**src/hw/rtl/spk_pkg.sv**
```systemverilog
// Shared constants, codes and record types for the shortest-palindrome block.
package spk_pkg;

  // String capacity and derived widths
  localparam int MAX_LEN  = 1024;
  localparam int FIELD_W  = 11;                    // width of index/length fields
  localparam int LEN_W    = $clog2(MAX_LEN + 1);   // holds 0..MAX_LEN
  localparam int TEXT_AW  = $clog2(MAX_LEN);       // text store address
  localparam int POS_W    = LEN_W + 1;             // holds 0..2*MAX_LEN
  localparam int PT_DEPTH = 2 * MAX_LEN + 1;       // prefix table depth

  // Command queue between front and back (depth must be a power of two)
  localparam int QUEUE_DEPTH = 4;
  localparam int QPTR_W      = $clog2(QUEUE_DEPTH);

  // Input command field
  localparam logic CMD_LOAD = 1'b0;
  localparam logic CMD_READ = 1'b1;

  // Result kind field
  localparam logic KIND_LEN  = 1'b0;
  localparam logic KIND_READ = 1'b1;

  // Classified operations
  typedef logic [1:0] op_t;
  localparam op_t OP_LOAD      = 2'd0;
  localparam op_t OP_LOAD_LAST = 2'd1;
  localparam op_t OP_READ      = 2'd2;

  typedef struct packed {
    op_t                op;
    logic [7:0]         char_in;
    logic [FIELD_W-1:0] read_index;
  } qentry_t;

  typedef struct packed {
    logic               kind;
    logic [7:0]         out_char;
    logic [FIELD_W-1:0] prefix_len;
    logic [FIELD_W-1:0] result_len;
    logic               overflow;
    logic               bad_index;
  } result_t;

endpackage

```
**src/hw/rtl/spk_queue.sv**
```systemverilog
// Small FIFO of classified requests between the front end and the engine.
module spk_queue (
  input  logic            clk,
  input  logic            rst,
  input  logic            push,
  input  spk_pkg::qentry_t push_data,
  output logic            full,
  input  logic            pop,
  output logic            empty,
  output spk_pkg::qentry_t head
);
  import spk_pkg::*;

  qentry_t             slots [QUEUE_DEPTH];
  logic [QPTR_W-1:0]   wr_ptr;
  logic [QPTR_W-1:0]   rd_ptr;
  logic [QPTR_W:0]     count;

  assign full  = (count == (QPTR_W + 1)'(QUEUE_DEPTH));
  assign empty = (count == '0);
  assign head  = slots[rd_ptr];

  // Storage
  always_ff @(posedge clk) begin
    if (push) begin
      slots[wr_ptr] <= push_data;
    end
  end

  // Pointers and fill count
  always_ff @(posedge clk) begin
    if (rst) begin
      wr_ptr <= '0;
      rd_ptr <= '0;
      count  <= '0;
    end else begin
      if (push) begin
        wr_ptr <= wr_ptr + 1'b1;
      end
      if (pop) begin
        rd_ptr <= rd_ptr + 1'b1;
      end
      case ({push, pop})
        2'b10:   count <= count + 1'b1;
        2'b01:   count <= count - 1'b1;
        default: count <= count;
      endcase
    end
  end

  a_no_overfill: assert property (@(posedge clk) disable iff (rst)
    push |-> !full)
    else $error("request pushed into a full queue");

  a_no_underrun: assert property (@(posedge clk) disable iff (rst)
    pop |-> !empty)
    else $error("request popped from an empty queue");

endmodule

```
**config.mk**
```make
export PLATFORM = sky130hd
export DESIGN_NAME = spk_queue
export DESIGN_NICKNAME = d
export VERILOG_FILES = /design/src/hw/rtl/spk_pkg.sv /design/src/hw/rtl/spk_queue.sv
export SDC_FILE = /design/constraint.sdc
export NUM_CORES = 1
export LEC_CHECK = 0
export BUFFER_PORTS_ARGS = -buffer_cell sky130_fd_sc_hd__buf_2
export CAP_MARGIN = 10
export CORE_MARGIN = 1.5
export CORE_UTILIZATION = 30
export DETAILED_ROUTE_END_ITERATION = 10
export GPL_ROUTABILITY_DRIVEN = 0
export GPL_TIMING_DRIVEN = 0
export PLACE_DENSITY = 0.57
export REMOVE_ABC_BUFFERS = 1
export SLEW_MARGIN = 20
export SYNTH_ARGS = -nofsm -noshare
export SYNTH_HDL_FRONTEND = slang
export SYNTH_SLANG_ARGS = --single-unit
```
**constraint.sdc**
```tcl
create_clock -name clk -period 5.3 [get_ports clk]
set_clock_uncertainty 0.2 [all_clocks]
set_input_delay 0.53 -clock clk [delete_from_list [all_inputs] [get_ports clk]]
set_output_delay 0.53 -clock clk [all_outputs]
set_load 0.005 [all_outputs]
```
==> impl_summary.txt <==
----------------------------------------------------
[Timing]
  Setup violations, final ... 0
  Pins over their slew limit ... 0
  Tcrit/Tclk final ... 47.4%
  RSZ-0062 raised after global routing ... false
  Achievable frequency ... between 300 and 400 MHz
  Transition time at the pin with the least slew margin ... 0.628 ns
  Accumulated negative setup slack ... 0 ns
  Number of endpoints with negative hold slack in the final report ... 0
  Fin crit period ... 2.51 ns
  Worst relative slew slack ... 58.2%
  Final worst setup slack ... 2.79 ns

[Power]
  Pwr Total ... roughly 0.0016 W
  Total leakage power ... 1.43 nW
  Worst supply voltage drop on vdd ... 0.000163 V
  Cell area power density ... 390 nW/um^2

[Layout]
  Number of inserted diodes ... 0
  Proportion of layout cells with a drive suffix above 1 ... 40.5%
  Number of nets in the final layout ... 241
  Area grow syn2layout ... 20.5%
  Final-layout fill cell count ... 1062
  Area of the multi-input gates ... 709 sq um
  Reg area ... about 2700 sq um

[Floorplan]
  DIE HEIGHT ... 110 um
  Core Region ... 11300 sq um
  X dimension of the die ... between 100 and 150 um
  Initial core utilization ... 30.6%
  Total I/O pin count ... 48
  Cell Rows ... 39
  Die Outline Area ... 12200 sq um

[Detailed routing]
  WL/cell ... between 15 and 20 um
  Number of DRC markers in iteration 0 ... 49
  Total DRC errors in the routed layout ... 0
  Routed via count ... 1601
  DRT antenna net count ... 0
  Total wirelength of the detailed-routed design ... 5980 um
  DR pass1 iterations ... 4
  Via/cell ratio ... 4.47

[Clock tree]
  Maximum level of the CTS H-tree ... 3
  Clock Latency Late Sink ... 0.33 ns
  Clk Tree Root Cell ... clkbuf_16
  Clock Pin Slew Worst Setup and Hold Paths ... approximately 0.060 ns
  CTS tree ... done
  Post CTS Setup Buffer Count ... 0
  Count of hold buffers inserted by post-cts repair ... 0
  CTS buffer count ... 9
  Post-CTS Resized ... 0
  Clock tree buffer depth ... 2
  Sinks on the clock net ... 93

[Logic synthesis]
  Syn Inst Count ... 156
  Unique cell type count in the Yosys netlist ... 21
  Dominant combinational cell family by area after synthesis ... multiplexers
  Parity-gate share of the synthesized area counting xor and xnor cells ... 1.26%
  Area fraction in and, or, nand and nor cells after synthesis ... under 10%
  Synth Cell Area ... roughly 3500 sq um
  Adder-cell share of the synthesized area ... ~2.4%
  Number of warning messages in the yosys log ... 0
  Total of flip-flops plus latches after synthesis ... 93
  Multiplexer area fraction after synthesis ... between 10 and 15%
  Proportion of synthesized chip area in sequential cells ... 78.0%
  Mean Syn Cell Area ... 22.2 sq um
  Complex-gate fraction of the synthesized area ... less than 1%

[Critical path]
  Arr. time, crit path ... 1.78 ns
  Start-to-end type of the worst setup path ... reg2out
  Sort of element at the start of the critical path ... flip-flop
  Kind of capture point of the worst setup path ... output port
  CP Data Required Time ... 4.57 ns
  Maximum net fanout on the critical path ... 14

[GRT]
  Aggregate global routing overflow ... 0
  Number of global-route vias before repair ... 1791
  Initial antenna violation count ... 0
  Total routing usage reported by global routing ... a little over a tenth
  First-pass GRT wire length ... 9490 um
  Largest net degree at the start of global routing ... 22

[Place]
  Place WS ... 2.87 ns
  IO buf count ... 47
  Post-DP HPWL ... 3670 um

[Status]
  Status ... completed

[Flow run]
  Max-capacitance violation count ... 0

[Min path]
  Worst min-delay path class ... in2reg

----------------------------------------------------
==> synthesized netlist by cell type <==
master     n  area share [%]
edfxtp_1  84              73
mux4_2    20              13
dfxtp_1    9             5.2
nor2_1     8            0.87
inv_1      6            0.65
ha_1       5             1.8
and2_1     4            0.72
xor2_1     3            0.76
a21oi_1    2            0.29
buf_2      2            0.29
buf_6      2            0.65
xnor2_1    2            0.51
and3_1     1            0.18
clkbuf_1   1            0.11
fa_1       1            0.58
mux2i_1    1            0.29
mux4_1     1            0.76
nand2_1    1            0.11
nor3_1     1            0.14
o21ai_0    1            0.14
or3_1      1            0.18
==> cell usage in the layout (no fill, tap or decap), types with 2 or more instances in the layout <==
cell type	count
a21oi_1	2
dfxtp_2	2
dfxtp_1	7
edfxtp_1	84
xor2_1	3
mux4_2	20
ha_1	5
clkbuf_16	9
nor2_1	8
clkbuf_1	3
inv_1	6
and2_2	4
xnor2_1	2
buf_2	47
==> worst paths after layout <==
path	from	end	slack, ns	cells after the start
min	push_data[6]	slots[1][6]	0.22	1
min reg2reg	count[2]	count[2]	0.31	2
max	flip-flop	head[9]	2.79	3
max reg2reg	count[0]	count[2]	3.56	5
==> critical path, cell delays in order (launching register included) <==
cell and delay, ns:
dfxtp_2 0.54, buf_16 0.22, mux4_2 0.54, buf_2 0.15
==> per-stage QoR <==
step                      hold slack (ns)  utilization (%)  cell area [sq um]  instances
after floorplan                     0.261                -               3430        151
after global placement              0.288             34.0               3840        341
after detailed placement            0.303             34.2               3880        342
after CTS                           0.206             36.9               4170        358
after global routing                0.214             36.9               4180        358
final                               0.216             36.9               4180        358
==> per-layer routing <==
| layer | global-route usage, % | vias up | share of wire, % |
|---|---|---|---|
| met5 | 0 | - | 0 |
| met4 | 3.33 | 0 | 1.0 |
| met2 | 17.4 | 45 | 50 |
| met3 | 3.84 | 7 | 6.0 |
| li1 | - | 732 | - |
| met1 | 12.6 | 817 | 43 |
==> state kept, by name, summed over array words and instances (netlist names), named ones only <==
register  flops
slots        84
count         3
rd_ptr        2
wr_ptr        2
==> where the power goes <==
part,switching [W],total [W],internal (W)
clock network,0.000244,0.000623,0.000380
registers,0.0000208,0.000861,0.000840
logic,0.0000672,0.000143,0.0000759
total,0.000332,0.00163,0.00130
==> cells by family (layout without fill, tap and decap cells) <==
| family | Yosys count | count (layout) |
|---|---|---|
| DFF | 93 | 93 |
| muxes | 22 | 22 |
| and+or+nand+nor | 16 | 16 |
| buffers and inverters | 11 | 70 |
| adders and majority gates | 6 | 6 |
| xor gates and xnor gates | 5 | 5 |
| AOI/OAI and AO/OA | 3 | 3 |
==> final cells by class <==
| class | instances | area share [%] |
|---|---|---|
| inverter | 6 | 0.539 |
| multi-input combinational | 52 | 17.0 |
| tap | 143 | 4.29 |
| clock buffer | 13 | 5.99 |
| clock inverter | 3 | 1.11 |
| sequential | 93 | 64.8 |
| timing repair buffer | 48 | 6.29 |
(Power assumes the default switching activity.)
